[src/sv/mtm_pkg.sv]
// Shared types, constants and lookup functions for the MUS to MIDI event transcoder.
// Used by the front, queue, back and top-level modules; depends on nothing.
`default_nettype none
package mtm_pkg;

  localparam int NUM_CHANNELS = 16;
  localparam int CH_W         = $clog2(NUM_CHANNELS);
  localparam int DELAY_BITS   = 28;
  localparam int NGRP         = (DELAY_BITS + 6) / 7;
  localparam int NG_W         = $clog2(NGRP + 1);
  localparam int GRP_W        = (NGRP > 1) ? $clog2(NGRP) : 1;
  localparam int DPAD_W       = NGRP * 7;
  localparam int STEP_W       = $clog2(NGRP + 4);
  localparam int EVQ_DEPTH    = 4;
  localparam int EVQ_PTR_W    = $clog2(EVQ_DEPTH);
  localparam int APB_ADDR_W   = 3;

  localparam logic [7:0] VOL_RESET = 8'd64;

  localparam logic [1:0] ST_OK       = 2'd0;
  localparam logic [1:0] ST_BAD_EVT  = 2'd1;
  localparam logic [1:0] ST_BAD_CTRL = 2'd2;
  localparam logic [1:0] ST_UNUSED   = 2'd3;

  localparam logic [2:0] EV_RELEASE   = 3'd0;
  localparam logic [2:0] EV_PLAY      = 3'd1;
  localparam logic [2:0] EV_PITCH     = 3'd2;
  localparam logic [2:0] EV_SYSTEM    = 3'd3;
  localparam logic [2:0] EV_CONTROL   = 3'd4;
  localparam logic [2:0] EV_BAD_A     = 3'd5;
  localparam logic [2:0] EV_SCORE_END = 3'd6;
  localparam logic [2:0] EV_BAD_B     = 3'd7;

  localparam logic [3:0] CMD_NOTE_OFF = 4'h8;
  localparam logic [3:0] CMD_NOTE_ON  = 4'h9;
  localparam logic [3:0] CMD_CTRL     = 4'hb;
  localparam logic [3:0] CMD_PROGRAM  = 4'hc;
  localparam logic [3:0] CMD_BEND     = 4'he;

  localparam logic [7:0] META_BYTE = 8'hff;
  localparam logic [7:0] META_EOT  = 8'h2f;
  localparam logic [7:0] MAX_CTRL  = 8'd14;

  localparam logic [CH_W-1:0] MUS_PERC_CH  = CH_W'(15);
  localparam logic [CH_W-1:0] MIDI_PERC_CH = CH_W'(9);

  localparam logic [1:0] REG_INIT_VOL = 2'd0;

  typedef struct packed {
    logic [1:0]            status;
    logic                  tend;
    logic [DELAY_BITS-1:0] delay;
    logic [NG_W-1:0]       ngrp;
    logic [1:0]            nbody;
    logic [2:0][7:0]       body;
  } event_t;

  function automatic logic [7:0] ctl_map(input logic [3:0] num);
    logic [7:0] res;
    case (num)
      4'd0:    res = 8'd0;
      4'd1:    res = 8'd0;
      4'd2:    res = 8'd1;
      4'd3:    res = 8'd7;
      4'd4:    res = 8'd10;
      4'd5:    res = 8'd11;
      4'd6:    res = 8'd91;
      4'd7:    res = 8'd93;
      4'd8:    res = 8'd64;
      4'd9:    res = 8'd67;
      4'd10:   res = 8'd120;
      4'd11:   res = 8'd123;
      4'd12:   res = 8'd126;
      4'd13:   res = 8'd127;
      4'd14:   res = 8'd121;
      default: res = 8'd0;
    endcase
    return res;
  endfunction

  function automatic logic [7:0] clamp_vol(input logic [7:0] v);
    return v[7] ? 8'h7f : v;
  endfunction

endpackage
`default_nettype wire

[src/sv/mus_to_midi_event_transcoder_core.sv]
// Top level of the MUS to MIDI event transcoder: configuration port, front,
// event queue and back end. Depends on mtm_pkg, mtm_front, mtm_evq, mtm_back.
//
// The block takes one MUS score byte per cycle whenever full is low and
// produces the MIDI track body one byte per cycle on a queue-style output
// while each waiting byte is popped. A completed event is handed through
// a four-entry event queue to the back end, which emits one to seven bytes
// per event, so sustained throughput is set by the back end's
// one-byte-per-cycle output register.
// The initial_volume register lies at byte address 0 and is loaded into
// all sixteen channel volumes whenever an accepted byte has score_start high.
`default_nettype none
module mus_to_midi_event_transcoder_core (
  input  wire logic                           clk,
  input  wire logic                           rst,
  input  wire logic                           push,
  output logic                                full,
  input  wire logic [7:0]                     mus_byte,
  input  wire logic                           score_start,
  output logic                                empty,
  input  wire logic                           pop,
  output logic [7:0]                          midi_byte,
  output logic                                run_last,
  output logic                                track_end,
  output logic [1:0]                          status,
  input  wire logic                           psel,
  input  wire logic                           penable,
  input  wire logic                           pwrite,
  input  wire logic [mtm_pkg::APB_ADDR_W-1:0] paddr,
  input  wire logic [31:0]                    pwdata,
  output logic [31:0]                         prdata,
  output logic                                pready
);

  logic [7:0]       initial_volume;
  logic             fire, rec_valid, q_full, q_valid, q_pop, reg_hit;
  mtm_pkg::event_t  rec, q_rec;

  assign pready  = 1'b1;
  assign reg_hit = (paddr[mtm_pkg::APB_ADDR_W-1:2] ==
                    (mtm_pkg::APB_ADDR_W-2)'(mtm_pkg::REG_INIT_VOL));
  assign prdata  = reg_hit ? {24'd0, initial_volume} : 32'd0;

  always_ff @(posedge clk) begin
    if (rst) begin
      initial_volume <= mtm_pkg::VOL_RESET;
    end else if (psel && penable && pwrite && pready && reg_hit) begin
      initial_volume <= pwdata[7:0];
    end
  end

  assign full = q_full;
  assign fire = push && !q_full;

  mtm_front u_front (
    .clk            (clk),
    .rst            (rst),
    .fire           (fire),
    .mus_byte       (mus_byte),
    .score_start    (score_start),
    .initial_volume (initial_volume),
    .rec            (rec),
    .rec_valid      (rec_valid)
  );

  mtm_evq u_evq (
    .clk      (clk),
    .rst      (rst),
    .wr_en    (rec_valid),
    .wr_data  (rec),
    .full     (q_full),
    .rd_en    (q_pop),
    .rd_data  (q_rec),
    .rd_valid (q_valid)
  );

  mtm_back u_back (
    .clk       (clk),
    .rst       (rst),
    .q_valid   (q_valid),
    .q_rec     (q_rec),
    .q_pop     (q_pop),
    .empty     (empty),
    .pop       (pop),
    .midi_byte (midi_byte),
    .run_last  (run_last),
    .track_end (track_end),
    .status    (status)
  );

endmodule
`default_nettype wire

[src/sv/mtm_front.sv]
// Front end: accepts score bytes, tracks parse state, volumes and delay, and
// classifies each byte into at most one event record. Depends on mtm_pkg.
`default_nettype none
module mtm_front (
  input  wire logic             clk,
  input  wire logic             rst,
  input  wire logic             fire,
  input  wire logic [7:0]       mus_byte,
  input  wire logic             score_start,
  input  wire logic [7:0]       initial_volume,
  output mtm_pkg::event_t       rec,
  output logic                  rec_valid
);

  typedef enum logic [2:0] {PH_DESC, PH_P1, PH_P2, PH_DELAY, PH_DONE} phase_t;

  phase_t                          phase, phase_next, e_phase;
  logic [mtm_pkg::CH_W-1:0]        cur_channel, cur_channel_next, mch;
  logic [2:0]                      cur_event, cur_event_next;
  logic                            group_last, group_last_next;
  logic [7:0]                      first_param, first_param_next;
  logic [mtm_pkg::DELAY_BITS-1:0]  pending_delay, pending_delay_next, e_pd;
  logic                            halted, halted_next, e_halted;
  logic [7:0]                      channel_volume [mtm_pkg::NUM_CHANNELS];
  logic                            vol_we, do_emit;
  logic [mtm_pkg::DPAD_W-1:0]      dpad;
  logic [mtm_pkg::NG_W-1:0]        ngrp;

  always_comb begin
    e_phase  = score_start ? PH_DESC : phase;
    e_halted = score_start ? 1'b0 : halted;
    e_pd     = score_start ? '0 : pending_delay;
    dpad     = mtm_pkg::DPAD_W'(e_pd);
    ngrp     = mtm_pkg::NG_W'(1);
    for (int g = 0; g < mtm_pkg::NGRP; g++) begin
      if (dpad[g*7 +: 7] != 7'd0) begin
        ngrp = mtm_pkg::NG_W'(g + 1);
      end
    end
    if (cur_channel == mtm_pkg::MUS_PERC_CH) begin
      mch = mtm_pkg::MIDI_PERC_CH;
    end else if (cur_channel == mtm_pkg::MIDI_PERC_CH) begin
      mch = mtm_pkg::MUS_PERC_CH;
    end else begin
      mch = cur_channel;
    end
  end

  always_comb begin
    phase_next         = e_phase;
    halted_next        = e_halted;
    pending_delay_next = e_pd;
    cur_channel_next   = cur_channel;
    cur_event_next     = cur_event;
    group_last_next    = group_last;
    first_param_next   = first_param;
    vol_we             = 1'b0;
    do_emit            = 1'b0;
    rec_valid          = 1'b0;
    rec                = '0;
    rec.delay          = e_pd;
    rec.ngrp           = ngrp;
    rec.nbody          = 2'd3;
    rec.status         = mtm_pkg::ST_OK;
    if (fire && !e_halted) begin
      case (e_phase)
        PH_DESC: begin
          cur_channel_next = mus_byte[3:0];
          cur_event_next   = mus_byte[6:4];
          group_last_next  = mus_byte[7];
          if (mus_byte[6:4] == mtm_pkg::EV_SCORE_END) begin
            rec_valid          = 1'b1;
            rec.tend           = 1'b1;
            rec.body           = {8'h00, mtm_pkg::META_EOT, mtm_pkg::META_BYTE};
            pending_delay_next = '0;
            phase_next         = PH_DONE;
          end else if (mus_byte[6:4] == mtm_pkg::EV_BAD_A ||
                       mus_byte[6:4] == mtm_pkg::EV_BAD_B) begin
            rec_valid   = 1'b1;
            rec.ngrp    = '0;
            rec.nbody   = 2'd1;
            rec.status  = mtm_pkg::ST_BAD_EVT;
            halted_next = 1'b1;
          end else begin
            phase_next = PH_P1;
          end
        end
        PH_P1: begin
          first_param_next = mus_byte;
          case (cur_event)
            mtm_pkg::EV_RELEASE: begin
              do_emit  = 1'b1;
              rec.body = {8'h00, mus_byte, mtm_pkg::CMD_NOTE_OFF, mch};
            end
            mtm_pkg::EV_PLAY: begin
              if (mus_byte[7]) begin
                phase_next = PH_P2;
              end else begin
                do_emit  = 1'b1;
                rec.body = {mtm_pkg::clamp_vol(channel_volume[cur_channel]),
                            1'b0, mus_byte[6:0], mtm_pkg::CMD_NOTE_ON, mch};
              end
            end
            mtm_pkg::EV_PITCH: begin
              do_emit  = 1'b1;
              rec.body = {1'b0, mus_byte[7:1], 1'b0, mus_byte[0], 6'd0,
                          mtm_pkg::CMD_BEND, mch};
            end
            mtm_pkg::EV_SYSTEM: begin
              if (mus_byte > mtm_pkg::MAX_CTRL) begin
                rec_valid   = 1'b1;
                rec.ngrp    = '0;
                rec.nbody   = 2'd1;
                rec.status  = mtm_pkg::ST_BAD_CTRL;
                halted_next = 1'b1;
              end else begin
                do_emit  = 1'b1;
                rec.body = {8'h00, mtm_pkg::ctl_map(mus_byte[3:0]),
                            mtm_pkg::CMD_CTRL, mch};
              end
            end
            default: begin
              if (mus_byte > mtm_pkg::MAX_CTRL) begin
                rec_valid   = 1'b1;
                rec.ngrp    = '0;
                rec.nbody   = 2'd1;
                rec.status  = mtm_pkg::ST_BAD_CTRL;
                halted_next = 1'b1;
              end else begin
                phase_next = PH_P2;
              end
            end
          endcase
        end
        PH_P2: begin
          do_emit = 1'b1;
          if (cur_event == mtm_pkg::EV_PLAY) begin
            vol_we   = 1'b1;
            rec.body = {mtm_pkg::clamp_vol(mus_byte), 1'b0, first_param[6:0],
                        mtm_pkg::CMD_NOTE_ON, mch};
          end else if (first_param == 8'd0) begin
            rec.nbody = 2'd2;
            rec.body  = {8'h00, mus_byte, mtm_pkg::CMD_PROGRAM, mch};
          end else begin
            rec.body = {mus_byte,
                        mtm_pkg::ctl_map((first_param > mtm_pkg::MAX_CTRL) ?
                                         4'd0 : first_param[3:0]),
                        mtm_pkg::CMD_CTRL, mch};
          end
        end
        PH_DELAY: begin
          if (e_pd[mtm_pkg::DELAY_BITS-1 -: 7] != 7'd0) begin
            pending_delay_next = '1;
          end else begin
            pending_delay_next = {e_pd[mtm_pkg::DELAY_BITS-8:0], mus_byte[6:0]};
          end
          if (!mus_byte[7]) begin
            phase_next = PH_DESC;
          end
        end
        default: begin
          phase_next = PH_DONE;
        end
      endcase
      if (do_emit) begin
        rec_valid          = 1'b1;
        pending_delay_next = '0;
        phase_next         = group_last ? PH_DELAY : PH_DESC;
      end
    end
  end

  always_ff @(posedge clk) begin
    if (rst) begin
      phase         <= PH_DESC;
      halted        <= 1'b0;
      cur_channel   <= '0;
      cur_event     <= '0;
      group_last    <= 1'b0;
      first_param   <= '0;
      pending_delay <= '0;
      for (int i = 0; i < mtm_pkg::NUM_CHANNELS; i++) begin
        channel_volume[i] <= mtm_pkg::VOL_RESET;
      end
    end else if (fire) begin
      phase         <= phase_next;
      halted        <= halted_next;
      cur_channel   <= cur_channel_next;
      cur_event     <= cur_event_next;
      group_last    <= group_last_next;
      first_param   <= first_param_next;
      pending_delay <= pending_delay_next;
      if (score_start) begin
        for (int i = 0; i < mtm_pkg::NUM_CHANNELS; i++) begin
          channel_volume[i] <= initial_volume;
        end
      end
      if (vol_we) begin
        channel_volume[cur_channel] <= mus_byte;
      end
    end
  end

endmodule
`default_nettype wire

[src/sv/mtm_evq.sv]
// Short event queue between the front and back ends of the transcoder.
// Holds event records; depends on mtm_pkg.
`default_nettype none
module mtm_evq (
  input  wire logic             clk,
  input  wire logic             rst,
  input  wire logic             wr_en,
  input  wire mtm_pkg::event_t  wr_data,
  output logic                  full,
  input  wire logic             rd_en,
  output mtm_pkg::event_t       rd_data,
  output logic                  rd_valid
);

  mtm_pkg::event_t                 mem [mtm_pkg::EVQ_DEPTH];
  logic [mtm_pkg::EVQ_PTR_W-1:0]   wr_ptr, rd_ptr;
  logic [mtm_pkg::EVQ_PTR_W:0]     count;
  logic                            do_wr, do_rd;

  assign full     = (count == (mtm_pkg::EVQ_PTR_W + 1)'(mtm_pkg::EVQ_DEPTH));
  assign rd_valid = (count != '0);
  assign rd_data  = mem[rd_ptr];
  assign do_wr    = wr_en && !full;
  assign do_rd    = rd_en && rd_valid;

  always_ff @(posedge clk) begin
    if (rst) begin
      wr_ptr <= '0;
      rd_ptr <= '0;
      count  <= '0;
    end else begin
      if (do_wr) begin
        wr_ptr <= wr_ptr + 1'b1;
      end
      if (do_rd) begin
        rd_ptr <= rd_ptr + 1'b1;
      end
      if (do_wr && !do_rd) begin
        count <= count + 1'b1;
      end else if (do_rd && !do_wr) begin
        count <= count - 1'b1;
      end
    end
  end

  always_ff @(posedge clk) begin
    if (do_wr) begin
      mem[wr_ptr] <= wr_data;
    end
  end

endmodule
`default_nettype wire

[src/sv/mtm_back.sv]
// Back end: walks the head event record one byte per cycle, delay groups first,
// into the output register while it is empty or popped. Depends on mtm_pkg.
`default_nettype none
module mtm_back (
  input  wire logic             clk,
  input  wire logic             rst,
  input  wire logic             q_valid,
  input  wire mtm_pkg::event_t  q_rec,
  output logic                  q_pop,
  output logic                  empty,
  input  wire logic             pop,
  output logic [7:0]            midi_byte,
  output logic                  run_last,
  output logic                  track_end,
  output logic [1:0]            status
);

  logic [mtm_pkg::STEP_W-1:0]  step, total, body_idx;
  logic [mtm_pkg::GRP_W-1:0]   g;
  logic [mtm_pkg::DPAD_W-1:0]  dpad;
  logic                        out_valid, advance, last, in_delay;
  logic [7:0]                  byte_sel;

  always_comb begin
    dpad     = mtm_pkg::DPAD_W'(q_rec.delay);
    total    = mtm_pkg::STEP_W'(q_rec.ngrp) + mtm_pkg::STEP_W'(q_rec.nbody);
    last     = (step == total - 1'b1);
    in_delay = (step < mtm_pkg::STEP_W'(q_rec.ngrp));
    g        = mtm_pkg::GRP_W'(mtm_pkg::STEP_W'(q_rec.ngrp) - step - 1'b1);
    body_idx = step - mtm_pkg::STEP_W'(q_rec.ngrp);
    if (in_delay) begin
      byte_sel = {(g != '0), dpad[g*7 +: 7]};
    end else begin
      byte_sel = q_rec.body[body_idx[1:0]];
    end
  end

  assign advance = q_valid && (!out_valid || pop);
  assign q_pop   = advance && last;
  assign empty   = !out_valid;

  always_ff @(posedge clk) begin
    if (rst) begin
      step      <= '0;
      out_valid <= 1'b0;
    end else begin
      if (advance) begin
        out_valid <= 1'b1;
        step      <= last ? '0 : step + 1'b1;
      end else if (pop) begin
        out_valid <= 1'b0;
      end
    end
  end

  always_ff @(posedge clk) begin
    if (advance) begin
      midi_byte <= byte_sel;
      run_last  <= last;
      track_end <= q_rec.tend;
      status    <= q_rec.status;
    end
  end

endmodule
`default_nettype wire

[config.mk]
export PLATFORM = sky130hd
export DESIGN_NAME = mus_to_midi_event_transcoder_core
export DESIGN_NICKNAME = d
export VERILOG_FILES = /design/src/sv/mtm_pkg.sv /design/src/sv/mus_to_midi_event_transcoder_core.sv /design/src/sv/mtm_front.sv /design/src/sv/mtm_evq.sv /design/src/sv/mtm_back.sv
export SDC_FILE = /design/constraint.sdc
export NUM_CORES = 1
export LEC_CHECK = 0
export BUFFER_PORTS_ARGS = -buffer_cell sky130_fd_sc_hd__buf_2
export CORE_AREA = 2 2 210 212
export DETAILED_ROUTE_END_ITERATION = 7
export DIE_AREA = 0 0 212 214
export PLACE_DENSITY_LB_ADDON = 0.1
export SETUP_SLACK_MARGIN = 0.4
export SLEW_MARGIN = 20
export SYNTH_ARGS = -nofsm -noshare
export SYNTH_HDL_FRONTEND = slang
export SYNTH_HIERARCHICAL = 1
export SYNTH_SLANG_ARGS = --single-unit
export TNS_END_PERCENT = 10
[constraint.sdc]
create_clock -name clk -period 11.9 [get_ports clk]
set_clock_uncertainty 0.1 [all_clocks]
set_input_delay 0.595 -clock clk [delete_from_list [all_inputs] [get_ports clk]]
set_output_delay 0.595 -clock clk [all_outputs]
set_load 0.02 [all_outputs]
Word-level counts from Yosys, hierarchy flattened
Memories as Yosys holds them, arrays and structs flattened. A register that Yosys moved wholly into a read port is not among the register bits.
Index checks and enable logic that the tools add are counted.
- add/sub/neg operators: 10
- multiply operators: 1
- div/mod/pow operators: 0
- order comparisons: 4
- equality and inequality tests: 13
- shifts and indexed selects: 1
- multiplexer cells: 114
- bitwise logic cells: 17
- reduce and logical (&&, ||, !) cells: 34
- operators by type and width (operator ; count):
    2-to-1 mux 8 bit ; 20
    2-to-1 mux 28 bit ; 5
    case mux 24 bit (4 select lines) ; 1
    case mux 26 bit (3 select lines) ; 1
    2-to-1 mux 24 bit ; 3
    case mux 28 bit (2 select lines) ; 1
    2-to-1 mux 3 bit ; 13
    2-to-1 mux 1 bit ; 37
    2-to-1 mux 29 bit ; 1
    indexed part select 28 x 6 -> 7 bit ; 1
    2-to-1 mux 4 bit ; 6
    nonzero test 7 bit ; 3
    2-to-1 mux 5 bit ; 4
    2-to-1 mux 2 bit ; 9
    binary-select mux 8 bit (select 2 bit) ; 1
    greater-than comparator 8 x 4 -> 1 bit (second input constant) ; 2
    2-to-1 mux 16 bit ; 1
    bitwise OR 1 bit ; 16
    2-to-1 mux 14 bit ; 1
    2-to-1 mux 7 bit ; 2
    equality test 3 x 2 -> 1 bit (second input constant) ; 4
    equality test 3 bit (second input constant) ; 4
    case mux 3 bit (2 select lines) ; 2
    case mux 3 bit (4 select lines) ; 1
    other kinds (27) ; 55
- bits in registers: 79
- latch bits: 0
- RAM bits: 368
- ROM bits: 224
- input port bits: 51
- memories kept: 4
- memories (memory ; words ; width ; read ports ; clocked after Yosys merged registers in ; wr ports ; line ; text):
    u_evq.mem ; 4 ; 60 ; 1 ; 1 ; 1 ; mtm_evq.sv:15 ; mtm_pkg::event_t mem [mtm_pkg::EVQ_DEPTH];
    u_front.channel_volume ; 16 ; 8 ; 1 ; 1 ; 16 ; mtm_front.sv:24 ; logic [7:0] channel_volume [mtm_pkg::NUM_CHANNELS];
    (no name shown) ; 16 ; 7 ; 1 ; 0 ; 0 ; mtm_pkg.sv:60 ; case (num)
    (no name shown) ; 16 ; 7 ; 1 ; 0 ; 0 ; mtm_pkg.sv:60 ;

Depth between registers and ports, before layout
Gate-level depths: netlist of run 1.
- word-level depth: 12
- gate-level depth with buffers: 17
- depth with buffers taken out: 15

Cells and area by module
The synthesis of run 1 kept the hierarchy.
- by module, submodules not included (module ; times used ; cells each ; area an instance (µm²) ; sequential area each (µm²)):
    mtm_front ; 1 ; 936 ; 10169.8 ; 4884.7
    mtm_evq ; 1 ; 362 ; 9195.1 ; 7387.1
    mtm_back ; 1 ; 121 ; 1308.8 ; 440.4
    mus_to_midi_event_transcoder_core ; 1 ; 71 ; 631.9 ; 160.2

Worst setup path after synthesis of run 1
No wires, ideal clock.
- path kind: input to register
- start: input port mus_byte[0]
- end: memory u_evq/mem[0][0] (netlist name) (enable)
- arrival time: 3.704 ns
- setup slack: 7.671 ns
- stages on the path: 10
- cells stage by stage: clkbuf_1 -> inv_1 -> ha_1 -> nand4b_1 -> a21o_1 -> or2_2 -> a31oi_1 -> inv_1 -> nor2_2 -> and2_1
- longest elaborated chain between the ends: 10
- elaborated cells between the ends (all ways): 13
- those cells by class: order compare (1); mux (11); reduce/logical (1)
- RTL lines (element ; line ; text):
    start: declaration ; mus_to_midi_event_transcoder_core.sv:18 ; input wire logic [7:0] mus_byte,
    greater-than comparator 8 x 4 -> 1 bit (*) ; mtm_front.sv:110, mtm_front.sv:123 ;
    2-to-1 mux 1 bit ; mtm_front.sv:110 ; if (mus_byte > mtm_pkg::MAX_CTRL) begin
    case mux 1 bit (3 select lines) ; mtm_front.sv:90 ; case (cur_event)
    case mux 1 bit (2 select lines) ; mtm_front.sv:66 ; case (e_phase)
    2-to-1 mux 1 bit ; mtm_front.sv:65 ; if (fire && !e_halted) begin
    2-to-1 mux 1 bit (*) ; mtm_front.sv:165 ; if (do_emit) begin
    2-to-1 mux 1 bit (*) ; mtm_front.sv:65 ;
    via rec_valid ; mus_to_midi_event_transcoder_core.sv:36 ; logic fire, rec_valid, q_full, q_valid, q_pop, reg_hit;
    logical AND 1 bit (*) ; mtm_evq.sv:23 ; assign do_wr = wr_en && !full;
    via u_evq.do_wr ; mtm_evq.sv:18 ; logic do_wr, do_rd;
    2-to-1 mux 1 bit (*) ; mtm_evq.sv:47 ; if (do_wr) begin
    2-to-1 mux 1 bit (implied by the code) (*) ; mtm_evq.sv:48 ; mem[wr_ptr] <= wr_data;
    end: declaration ; mtm_evq.sv:15 ;
The timed path passes the listed nets; every way through them passes the cells marked *. The select of a mux whose other input is x is not followed.

==> reports/qor.txt, run 1 <==
outcome -> finished, final reports clean
final setup TNS -> 0 ps
CTS Sinks -> 453
H-tree depth -> 2
count of final setup violators -> 0
#FFs+latches synth -> 453
clock buffers created by TritonCTS -> 47
Worst Setup Path Type -> flop to flop
Leak -> 8.64 nW
Power Dens Cells -> 176 nW/µm²
diode count -> 0
PortBufs -> 46
area of the core -> 42900 µm²
Final period util -> 0.396
WP data arrival -> 5120 ps
Post-DRT Antenna Nets -> 0
combinational family with the most area after synthesis -> multiplexers
die height -> 214 µm
CP endpoint kind -> flop
DIE AREA -> 45400 µm²
main flop type after synthesis -> edfxtp_1
crit path launch type -> flop
Final Total Pwr -> 0.00413 W
Hold Buf Count CTS -> 0
root buf cell -> clkbuf_16
largest net degree at the start of global routing -> 65
mux cell area share after synthesis -> 0.151
ratio of cells with drive above 1 in the final layout -> 0.224
CTS tree -> built
synthesized area -> 21300 µm²
hold path depth -> 3
GR Overflow Total -> 0
hold crit path type -> primary input to flop
buffer depth of the longest clock path -> 3
Synth Area in Adders -> 0.0127
drc violations -> 0
Synth top area share -> 0.536
Worst-Skew Late Latency -> 590 ps
initial detailed-routing violation count -> 1148
Die X-Extent -> 212 µm
Max Fclk -> 212 MHz
xor and xnor area share after synthesis -> 0.00752
CTS resizes -> 0
area delta synth->final -> 10.1%
post-synthesis sequential area ratio -> 0.604
count leader, synth -> edfxtp_1
EDFF count, synth -> 380
vias in the first global route -> 12400
Worst-Margin Slew -> 1090 ps
Worst EP required -> 12310 ps
initial antenna violation count -> 0
Async S/R FF share, synth -> 0
synth warn -> 6
first-pass GRT wire length -> 76800 µm
top post-synthesis cells by area -> edfxtp_1 (54%), mux4_2 (9.8%), dfxtp_1 (6.9%), mux2_2 (3.1%), a21o_1 (2.7%)
Initial Utilization -> 0.497
slew margin rel. -> 0.268
RSZ-0062 raised after global routing -> false
drt first pass iters -> 5
Post-DP Area -> 21900 µm²
Final Wtd Congestion -> 0.838
routed wire length -> 50600 µm
Total GRT Usage -> 0.227
fill count -> 3568
Ports -> 98
mean post-synth cell area -> 14.3 µm²
Worst IR Drop VDD -> 0.125 mV
reg2reg path depth -> 16
via count -> 12600
Post CTS Setup Buffer Count -> 0
Hold Slack -> 174 ps
Rows -> 76
CP Max Fanout -> 39
cell accounting for the most synthesized area -> edfxtp_1
MaxCap Viol Count -> 0
min cycle time layout -> 4720 ps
final hold viol count -> 0
Mapped Cells -> 1490
Yosys cell types -> 87
Synth Area in Compound Gates -> 0.103
Max Slew Vio Count -> 0
post-DR vias/cell -> 5.92
Final Cell Area -> 23500 µm²
Simple-Gate Fraction of Synth Area -> 0.0772
Synth top cells by count -> edfxtp_1 (380), mux4_2 (93), o21ai_0 (82), a21o_1 (78), nor2_1 (74)
WL/cell -> 23.7 µm
clock-pin slew on the worst setup and hold paths -> 60 ps
Final HPWL DP -> 32300 µm
Final #Nets -> 1584
[kinds of logic (layout without fill, tap and decap cells)]
group                      after synthesis  in the layout
buffers and inverters                  179            217
muxes                                  198            198
AOI/OAI and AO/OA                      329            329
DFF                                    453            453
and+or+nand+nor                        294            294
other                                    2             25
xor gates and xnor gates                14             14
adders and majority gates               21             21
[layer usage]
metal	vias up	global-route usage	wire length, µm	share of wire
li1	5741	-	-	-
met1	6466	0.300	21000	0.42
met2	342	0.393	26200	0.52
met3	88	0.0334	2290	0.045
met4	0	0.0575	1120	0.022
met5	-	0	0	0
[report_power, final]
| part | internal (W) | switching [W] | leakage (nW) |
|---|---|---|---|
| Clock | 0.000902 | 0.000611 | 0.785 |
| Combinational | 0.000267 | 0.000443 | 3.66 |
| Sequential | 0.00185 | 0.0000555 | 4.19 |
[cell type report]
type	count	area (µm²)	area share
Inverter	51	191	0.00816
Timing Repair Buffer	78	470	0.0200
Tap cell	585	732	0.0312
Multi-Input combinational cell	881	7600	0.324
Clock buffer	69	1360	0.0580
Clock inverter	19	234	0.00997
Sequential cell	453	12900	0.549
[through the flow]
| step | utilization | setup slack (ps) | cells |
|---|---|---|---|
| floorplan | - | 7670 | 1513 |
| global placement | 0.510 | 7020 | 2048 |
| detailed placement | 0.510 | 7000 | 2048 |
| CTS | 0.547 | 6970 | 2136 |
| global route | 0.547 | 6620 | 2136 |
| finish | 0.547 | 7180 | 2136 |
[critical path: stages, from the launching register on]
cell	delay (ps)
dfxtp_4	650
buf_4	720
mux4_2	630
inv_1	70
ha_1	130
inv_1	50
ha_1	180
xor2_1	170
xnor2_1	140
nor4_1	580
o31ai_2	200
ha_1	250
inv_1	70
fa_1	170
xor2_1	70
or3_1	300
a21oi_1	140
[registers in the layout (all words and copies together), names as in the netlist, named ones only]
name	count
u_back/midi_byte	8
u_back/out_valid	1
u_back/run_last	1
u_evq/count	3
u_front/phase	3
u_evq/wr_ptr	2
initial_volume	8
u_front/channel_volume	128
u_back/track_end	1
u_evq/mem	240
u_front/first_param	8
u_back/step	3
u_front/halted	1
u_evq/rd_ptr	2
u_front/group_last	1
u_front/cur_event	3
u_back/status	2
u_front/pending_delay	28
u_front/cur_channel	4
[layout by cell type (no fill, tap or decap), types with 7 or more instances in the layout]
cell type and instances:
edfxtp_1 380, mux2i_1 45, nor2_1 74, a22oi_1 9, mux2_2 59, o21a_1 8
a22o_1 8, nand2b_1 30, o21ai_0 80, conb_1 25, a31oi_1 9, o21ai_1 9
o22ai_1 11, clkinv_2 7, nor2b_1 38, clkbuf_8 8, a21o_1 78, clkbuf_16 48
nor3_1 10, a21oi_1 49, a21boi_0 9, inv_1 50, mux4_2 93, nand2_1 52
ha_1 20, buf_2 46, buf_4 32, dfxtp_1 70, xor2_1 8, clkbuf_1 13
nor4_1 16, and2_1 8, and2b_2 8
[worst paths after layout]
kind | to | slack (ps) | startpoint
worst max-delay path | u_evq/count[2]$_SDFFE_PP0P_ | 7180 | flop
worst max register to register | u_evq/count[2]$_SDFFE_PP0P_ | 7180 | flop
worst min-delay path | initial_volume[6]$_SDFFE_PP1P_ | 170 | pwdata[6]
worst min register to register | u_front/pending_delay[8]$_SDFFE_PP0P_ | 350 | u_front/pending_delay[8]$_SDFFE_PP0P_
No activity file was read; power rests on OpenSTA's default activity.
==> run 2: changes to the inputs <==
==> constraint.sdc (replaced) <==
create_clock -name clk -period 4.9 [get_ports clk]
set_clock_uncertainty 0.1 [all_clocks]
set_input_delay 0.245 -clock clk [delete_from_list [all_inputs] [get_ports clk]]
set_output_delay 0.245 -clock clk [all_outputs]
set_load 0.02 [all_outputs]
==> run 2 against run 1 <==
Effect of this change: sequential power increased by 140%; via count increased by 1.2%; utilization increased by 1.1 points; critical path type unchanged; critical endpoint unchanged; largest cell class unchanged.
==> reports/qor.txt, run 2 (synthesized netlist as in run 1, its figures left out) <==
slew margin rel. -> 0.277 (was 0.268)
CP top delay family -> simple AND/OR/NAND/NOR gates (was buffers and inverters)
Rows -> 76 (unchanged)
FF-to-FF setup slack -> 790 ps (was 7180 ps)
reg2reg path depth -> 13 (was 16)
min-delay src -> mus_byte[0] (was pwdata[6])
Leak -> 8.87 nW (was 8.64 nW)
initial antenna violation count -> 0 (unchanged)
number of flip-flops in the largest register -> 240 (unchanged)
top flop regs -> u_evq/mem (240), u_front/channel_volume (128), u_front/pending_delay (28) (unchanged)
post-DR vias/cell -> 5.88 (was 5.92)
reg2reg start -> u_evq/count[0]$_SDFFE_PP0P_
Largest stage delay, worst path -> 600 ps (was 720 ps)
diode count -> 0 (unchanged)
Buf+Inv Stages, Crit Path -> 3 (was 4)
count of final setup violators -> 0 (unchanged)
origin of the worst setup path -> u_evq/count[0]$_SDFFE_PP0P_
ratio of cells with drive above 1 in the final layout -> 0.239 (was 0.224)
clock share of power -> 0.370 (was 0.367)
MaxCap Viol Count -> 0 (unchanged)
worst path cell trace -> nor3b_2 -> buf_4 -> nor2b_1 -> o21ai_1 -> a31oi_1 -> inv_1 -> nor2_2 -> ha_1 -> inv_1 -> fa_1 -> xor2_1 -> or3_1 -> a21oi_1 (was buf_4 -> mux4_2 -> inv_1 -> ha_1 -> inv_1 -> ha_1 -> xor2_1 -> xnor2_1 -> nor4_1 -> o31ai_2 -> ha_1 -> inv_1 -> fa_1 -> xor2_1 -> or3_1 -> a21oi_1)
first-pass GRT wire length -> 79300 µm (was 76800 µm)
min cycle time layout -> 4110 ps (was 4720 ps)
area delta synth->final -> 12.3% (was 10.1%)
Int Power -> 0.00739 W (was 0.00302 W)
WP data arrival -> 4520 ps (was 5120 ps)
initial detailed-routing violation count -> 1189 (was 1148)
Gate power share -> 0.175 (was 0.172)
DIE AREA -> 45400 µm² (unchanged)
Final Total Pwr -> 0.0102 W (was 0.00413 W)
Final period util -> 0.838 (was 0.396)
Hold EP -> u_front/channel_volume[10][0]$_DFFE_PP_ (was initial_volume[6]$_SDFFE_PP1P_)
outcome -> finished, final reports clean (unchanged)
H-tree depth -> 2 (unchanged)
clock buffers created by TritonCTS -> 49 (was 47)
CTS Sinks -> 453 (unchanged)
largest register by flop count -> u_evq/mem (unchanged)
Post-DRT Antenna Nets -> 0 (unchanged)
CTS tree -> built (unchanged)
Worst-Skew Late Latency -> 590 ps (about the same)
die height -> 214 µm (unchanged)
Worst Setup Path Type -> flop to flop (unchanged)
Multi-input gate area -> 7600 µm² (about the same)
Final Wtd Congestion -> 0.894 (was 0.838)
hold crit path type -> primary input to flop (unchanged)
root buf cell -> clkbuf_16 (unchanged)
Die X-Extent -> 212 µm (unchanged)
Hold Slack -> 61.8 ps (was 174 ps)
drc violations -> 0 (unchanged)
Final HPWL DP -> 35300 µm (was 32300 µm)
sequential cell area -> 12900 µm² (about the same)
Total GRT Usage -> 0.235 (was 0.227)
commonest cells after routing, fill and taps aside -> edfxtp_1 (380), mux4_2 (93), o21ai_0 (82) (was edfxtp_1 (380), mux4_2 (93), o21ai_0 (80))
final hold viol count -> 0 (unchanged)
hold path depth -> 3 (unchanged)
Switching Power -> 0.00276 W (was 0.00111 W)
area of the core -> 42900 µm² (unchanged)
routed wire length -> 52300 µm (was 50600 µm)
final setup TNS -> 0 ps (unchanged)
Max Slew Vio Count -> 0 (unchanged)
CP Max Fanout -> 9 (was 39)
PortBufs -> 46 (unchanged)
Final #Nets -> 1620 (was 1584)
Worst EP required -> 5310 ps (was 12310 ps)
CP endpoint kind -> flop (unchanged)
largest net degree at the start of global routing -> 45 (was 65)
Reg power frac -> 0.456 (was 0.461)
reg2reg end -> u_evq/count[2]$_SDFFE_PP0P_ (unchanged)
Worst-Margin Slew -> 1080 ps (was 1090 ps)
RSZ-0062 raised after global routing -> false (unchanged)
Power Dens Cells -> 424 nW/µm² (was 176 nW/µm²)
WL/cell -> 24.1 µm (was 23.7 µm)
Most common cell on crit path -> inv_1
crit path launch type -> flop (unchanged)
GR Overflow Total -> 0 (unchanged)
Switching Share -> 0.272 (was 0.269)
Ports -> 98 (unchanged)
drt first pass iters -> 7 (was 5)
fill count -> 3459 (was 3568)
Worst IR Drop VDD -> 0.258 mV (was 0.125 mV)
Max Fclk -> 243 MHz (was 212 MHz)
vias in the first global route -> 12600 (was 12400)
via count -> 12800 (was 12600)
CP max stage cell -> nor2b_1 (was buf_4)
Initial Utilization -> 0.497 (unchanged)
clock-pin slew on the worst setup and hold paths -> 60 ps (about the same)
buffer depth of the longest clock path -> 3 (unchanged)
commonest non-fill, non-tap cell in the layout -> edfxtp_1 (unchanged)
## run 2: changes by cell type in the layout (fill, tap and decap cells not counted), moves of 3 or more
cell	previous run	this run
dlygate4sd3_1	0	9
buf_12	0	8
clkbuf_16	48	52
clkinv_4	0	3
clkbuf_1	13	9
buf_4	32	49
## run 2: final cells by class
type / count / share of cell area
Clock buffer: 69 / 0.0604
Clock inverter: 23 / 0.00952
Inverter: 51 / 0.00800
Multi-Input combinational cell: 881 / 0.318
Sequential cell: 453 / 0.538
Tap cell: 585 / 0.0306
Timing Repair Buffer: 112 / 0.0355
## run 2: per-layer routing
| layer | global-route usage | wire [µm] | vias to the layer above |
|---|---|---|---|
| met4 | 0.0786 | 1450 | 0 |
| met3 | 0.0277 | 2090 | 95 |
| met1 | 0.312 | 22000 | 6510 |
| met2 | 0.402 | 26800 | 363 |
| li1 | - | - | 5816 |
| met5 | 0 | 0 | - |
## run 2: tightest hold or removal path, cell delays in order
cell and delay (ps):
buf_2 90, inv_1 110, o21ai_0 200
## run 2: how the worst max path moves through the flow
stage | end | cells past startpoint
floorplan | u_evq/mem[0][0]$_DFFE_PP_ | 10
global route | u_evq/count[2]$_SDFFE_PP0P_ | 13
finish | u_evq/count[2]$_SDFFE_PP0P_ | 13
detailed placement | u_evq/count[2]$_SDFFE_PP0P_ | 13
global placement | u_evq/count[2]$_SDFFE_PP0P_ | 13
CTS | u_evq/count[2]$_SDFFE_PP0P_ | 13
## run 2: what timing repair did
item,CTS,global route
gates resized for setup,0,0
hold buffers,9,0
setup buffers,0,0
hold endpoints to repair,10,0
## run 2: stage by stage
stage,utilization,setup slack [ps],cell area (µm²),std cells
floorplan,-,1020,21400,1513
global placement,0.517,857,22200,2073
detailed placement,0.517,820,22200,2073
CTS,0.558,808,23900,2174
global route,0.558,544,23900,2174
finish,0.558,792,23900,2174
## run 2: power by group through the flow
stage	combinational [W]	clock (W)	sequential (W)
floorplan	0.00122	0	0.00470
global route	0.00191	0.00399	0.00466
global placement	0.00178	0	0.00470
finish	0.00177	0.00375	0.00463
detailed placement	0.00179	0	0.00471
CTS	0.00180	0.00385	0.00463
==> run 3: changes to the inputs <==
==> constraint.sdc (replaced) <==
create_clock -name clk -period 3.65 [get_ports clk]
set_clock_uncertainty 0.1 [all_clocks]
set_input_delay 0.1825 -clock clk [delete_from_list [all_inputs] [get_ports clk]]
set_output_delay 0.1825 -clock clk [all_outputs]
set_load 0.02 [all_outputs]
==> run 3 against run 2 <==
Effect of this change: utilization is 0.88 points higher; non-clock buffer count is 60 higher; worst setup slack got worse by 550 ps; global-route usage rose by 0.32 points; die area unchanged; combinational power rose by 47%; largest cell class unchanged; clock power up 22%; design area increased by 1.6%; highest routed layer is now met5; critical path depth rose by 3; cell count rose by 2.6%.
==> reports/qor.txt, run 3 (synthesized netlist as in run 1, its figures left out) <==
outcome -> finished, final reports clean (unchanged)
clock buffers created by TritonCTS -> 48 (was 49)
Total GRT Usage -> 0.238 (was 0.235)
Worst-Margin Slew -> 1020 ps (was 1080 ps)
min-delay src -> mus_byte[7] (was mus_byte[0])
RSZ-0062 raised after global routing -> true (was false)
MaxCap Viol Count -> 0 (unchanged)
commonest non-fill, non-tap cell in the layout -> edfxtp_1 (unchanged)
top flop regs -> u_evq/mem (240), u_front/channel_volume (128), u_front/pending_delay (28) (unchanged)
clock share of power -> 0.342 (was 0.370)
reg2reg path depth -> 16 (was 13)
post-DR vias/cell -> 5.83 (was 5.88)
vias in the first global route -> 13000 (was 12600)
hold crit path type -> primary input to flop (unchanged)
GRT met2 Usage -> 0.412 (was 0.402)
Gate power share -> 0.195 (was 0.175)
CP top delay family -> adder cells (was simple AND/OR/NAND/NOR gates)
CP max stage cell -> mux4_2 (was nor2b_1)
clock-pin slew on the worst setup and hold paths -> 60 ps (about the same)
root buf cell -> clkbuf_16 (unchanged)
H-tree depth -> 2 (unchanged)
slew margin rel. -> 0.316 (was 0.277)
area delta synth->final -> 14.1% (was 12.3%)
count of final setup violators -> 0 (unchanged)
final setup TNS -> 0 ps (unchanged)
Max Slew Vio Count -> 0 (unchanged)
area of the core -> 42900 µm² (unchanged)
ratio of cells with drive above 1 in the final layout -> 0.266 (was 0.239)
CTS tree -> built (unchanged)
WL/cell -> 24.0 µm (was 24.1 µm)
drc violations -> 0 (unchanged)
Largest stage delay, worst path -> 530 ps (was 600 ps)
Max Fclk -> 293 MHz (was 243 MHz)
Most common cell on crit path -> inv_1 (unchanged)
Multi-input gate area -> 7670 µm² (was 7600 µm²)
fill count -> 3523 (was 3459)
Final period util -> 0.935 (was 0.838)
reg2reg end -> u_evq/count[2]$_SDFFE_PP0P_ (unchanged)
Hold EP -> u_front/first_param[7]$_SDFFE_PP0P_ (was u_front/channel_volume[10][0]$_DFFE_PP_)
Initial Utilization -> 0.497 (unchanged)
worst path cell trace -> mux4_2 -> inv_1 -> ha_1 -> inv_1 -> ha_4 -> xor2_2 -> xnor2_1 -> nor4_2 -> buf_4 -> o31ai_4 -> ha_2 -> inv_2 -> fa_2 -> xor2_1 -> or3_1 -> a21oi_1 (was nor3b_2 -> buf_4 -> nor2b_1 -> o21ai_1 -> a31oi_1 -> inv_1 -> nor2_2 -> ha_1 -> inv_1 -> fa_1 -> xor2_1 -> or3_1 -> a21oi_1)
Buf+Inv Stages, Crit Path -> 4 (was 3)
die height -> 214 µm (unchanged)
met3 Use GR -> 0.0355 (was 0.0277)
Final Wtd Congestion -> 0.900 (was 0.894)
busiest grt layer -> met2 (unchanged)
first-pass GRT wire length -> 81100 µm (was 79300 µm)
DIE AREA -> 45400 µm² (unchanged)
Power Dens Cells -> 550 nW/µm² (was 424 nW/µm²)
Reg power frac -> 0.463 (was 0.456)
CP Max Fanout -> 6 (was 9)
Switching Share -> 0.282 (was 0.272)
Worst Setup Path Type -> flop to flop (unchanged)
final hold viol count -> 0 (unchanged)
Int Power -> 0.00960 W (was 0.00739 W)
WP data arrival -> 3820 ps (was 4520 ps)
routed wire length -> 53600 µm (was 52300 µm)
initial detailed-routing violation count -> 1136 (was 1189)
Cells after DPL -> 2127 (was 2073)
Die X-Extent -> 212 µm (unchanged)
GR Overflow Total -> 0 (unchanged)
via count -> 13000 (was 12800)
global-route met1 utilization -> 0.313 (was 0.312)
Rows -> 76 (unchanged)
final std cells w/o fill -> 2231 (was 2174)
Ports -> 98 (unchanged)
largest net degree at the start of global routing -> 41 (was 45)
largest register by flop count -> u_evq/mem (unchanged)
Worst IR Drop VDD -> 0.325 mV (was 0.258 mV)
Final #Nets -> 1679 (was 1620)
diode count -> 0 (unchanged)
Leak -> 9.10 nW (was 8.87 nW)
Worst-Skew Late Latency -> 600 ps (was 590 ps)
initial antenna violation count -> 1 (was 0)
hold path depth -> 4 (was 3)
Final HPWL DP -> 35900 µm (was 35300 µm)
FF-to-FF setup slack -> 240 ps (was 790 ps)
CTS Sinks -> 453 (unchanged)
PortBufs -> 46 (unchanged)
number of flip-flops in the largest register -> 240 (unchanged)
buffer depth of the longest clock path -> 3 (unchanged)
sequential cell area -> 12900 µm² (about the same)
Post-DRT Antenna Nets -> 0 (unchanged)
drt first pass iters -> 8 (was 7)
Switching Power -> 0.00376 W (was 0.00276 W)
min cycle time layout -> 3410 ps (was 4110 ps)
CP endpoint kind -> flop (unchanged)
crit path launch type -> flop (unchanged)
commonest cells after routing, fill and taps aside -> edfxtp_1 (380), buf_4 (102), mux4_2 (93) (was edfxtp_1 (380), mux4_2 (93), o21ai_0 (82))
Worst EP required -> 4060 ps (was 5310 ps)
## run 3: stage by stage
stage / hold WS, ps / power, W / cell area [µm²] / setup WS, ps / util
CTS: 39.5 / 0.0135 / 24200 / 277 / 0.565
floorplan: 152 / 0.00794 / 21400 / -212 / -
global route: 60.3 / 0.0139 / 24300 / 97.8 / 0.567
detailed placement: 337 / 0.00885 / 22600 / 171 / 0.527
global placement: 327 / 0.00882 / 22600 / 193 / 0.527
finish: 72.6 / 0.0134 / 24300 / 238 / 0.567
## run 3: what timing repair did
action                     CTS  global route
resized for setup            5            11
buffers inserted             2             2
hold buffers                11             0
gates cloned                 0             0
pin swaps                    5             1
hold endpoints to repair    22             0
setup endpoints to repair   17            59
## run 3: worst max path at each step
stage                                   from                          end  slack [ps]  cells past startpoint
3_5_place_dp                     mus_byte[0]  u_evq/count[2]$_SDFFE_PP0P_         170                     16
6_report                                flop  u_evq/count[2]$_SDFFE_PP0P_         240                     16
2_1_floorplan  u_front/phase[2]$_SDFFE_PP0P_    u_evq/mem[1][0]$_DFFE_PP_        -210                      8
4_1_cts                                 flop  u_evq/count[2]$_SDFFE_PP0P_         280                     16
3_3_place_gp                            flop  u_evq/count[2]$_SDFFE_PP0P_         190                     16
5_1_grt                                 flop  u_evq/count[2]$_SDFFE_PP0P_         100                     16
## run 3: final cells by class
cell class | instances | share of cell area
Sequential cell | 453 | 0.530
Timing Repair Buffer | 172 | 0.0562
Inverter | 51 | 0.00798
Tap cell | 585 | 0.0301
Clock buffer | 65 | 0.0533
Multi-Input combinational cell | 881 | 0.316
Clock inverter | 24 | 0.00680
## run 3: worst register-to-register path: stages, from the launching register on
cell	delay [ps]
dfxtp_4	400
mux4_2	530
inv_1	70
ha_1	130
inv_1	60
ha_4	160
xor2_2	140
xnor2_1	280
nor4_2	70
buf_4	150
o31ai_4	60
ha_2	230
inv_2	40
fa_2	340
xor2_1	150
or3_1	320
a21oi_1	120
## run 3: power groups by stage
stage / Sequential [W] / Combinational (W) / Clock (W)
final: 0.00619 / 0.00260 / 0.00457
after CTS: 0.00619 / 0.00258 / 0.00468
after global placement: 0.00628 / 0.00254 / 0
after global routing: 0.00622 / 0.00278 / 0.00485
after floorplan: 0.00630 / 0.00164 / 0
after detailed placement: 0.00629 / 0.00256 / 0
## run 3: routing by layer
metal	share of wire	wire [µm]
met1	0.42	22400
met3	0.044	2350
met4	0.025	1330
met2	0.51	27500
met5	0.00024	13
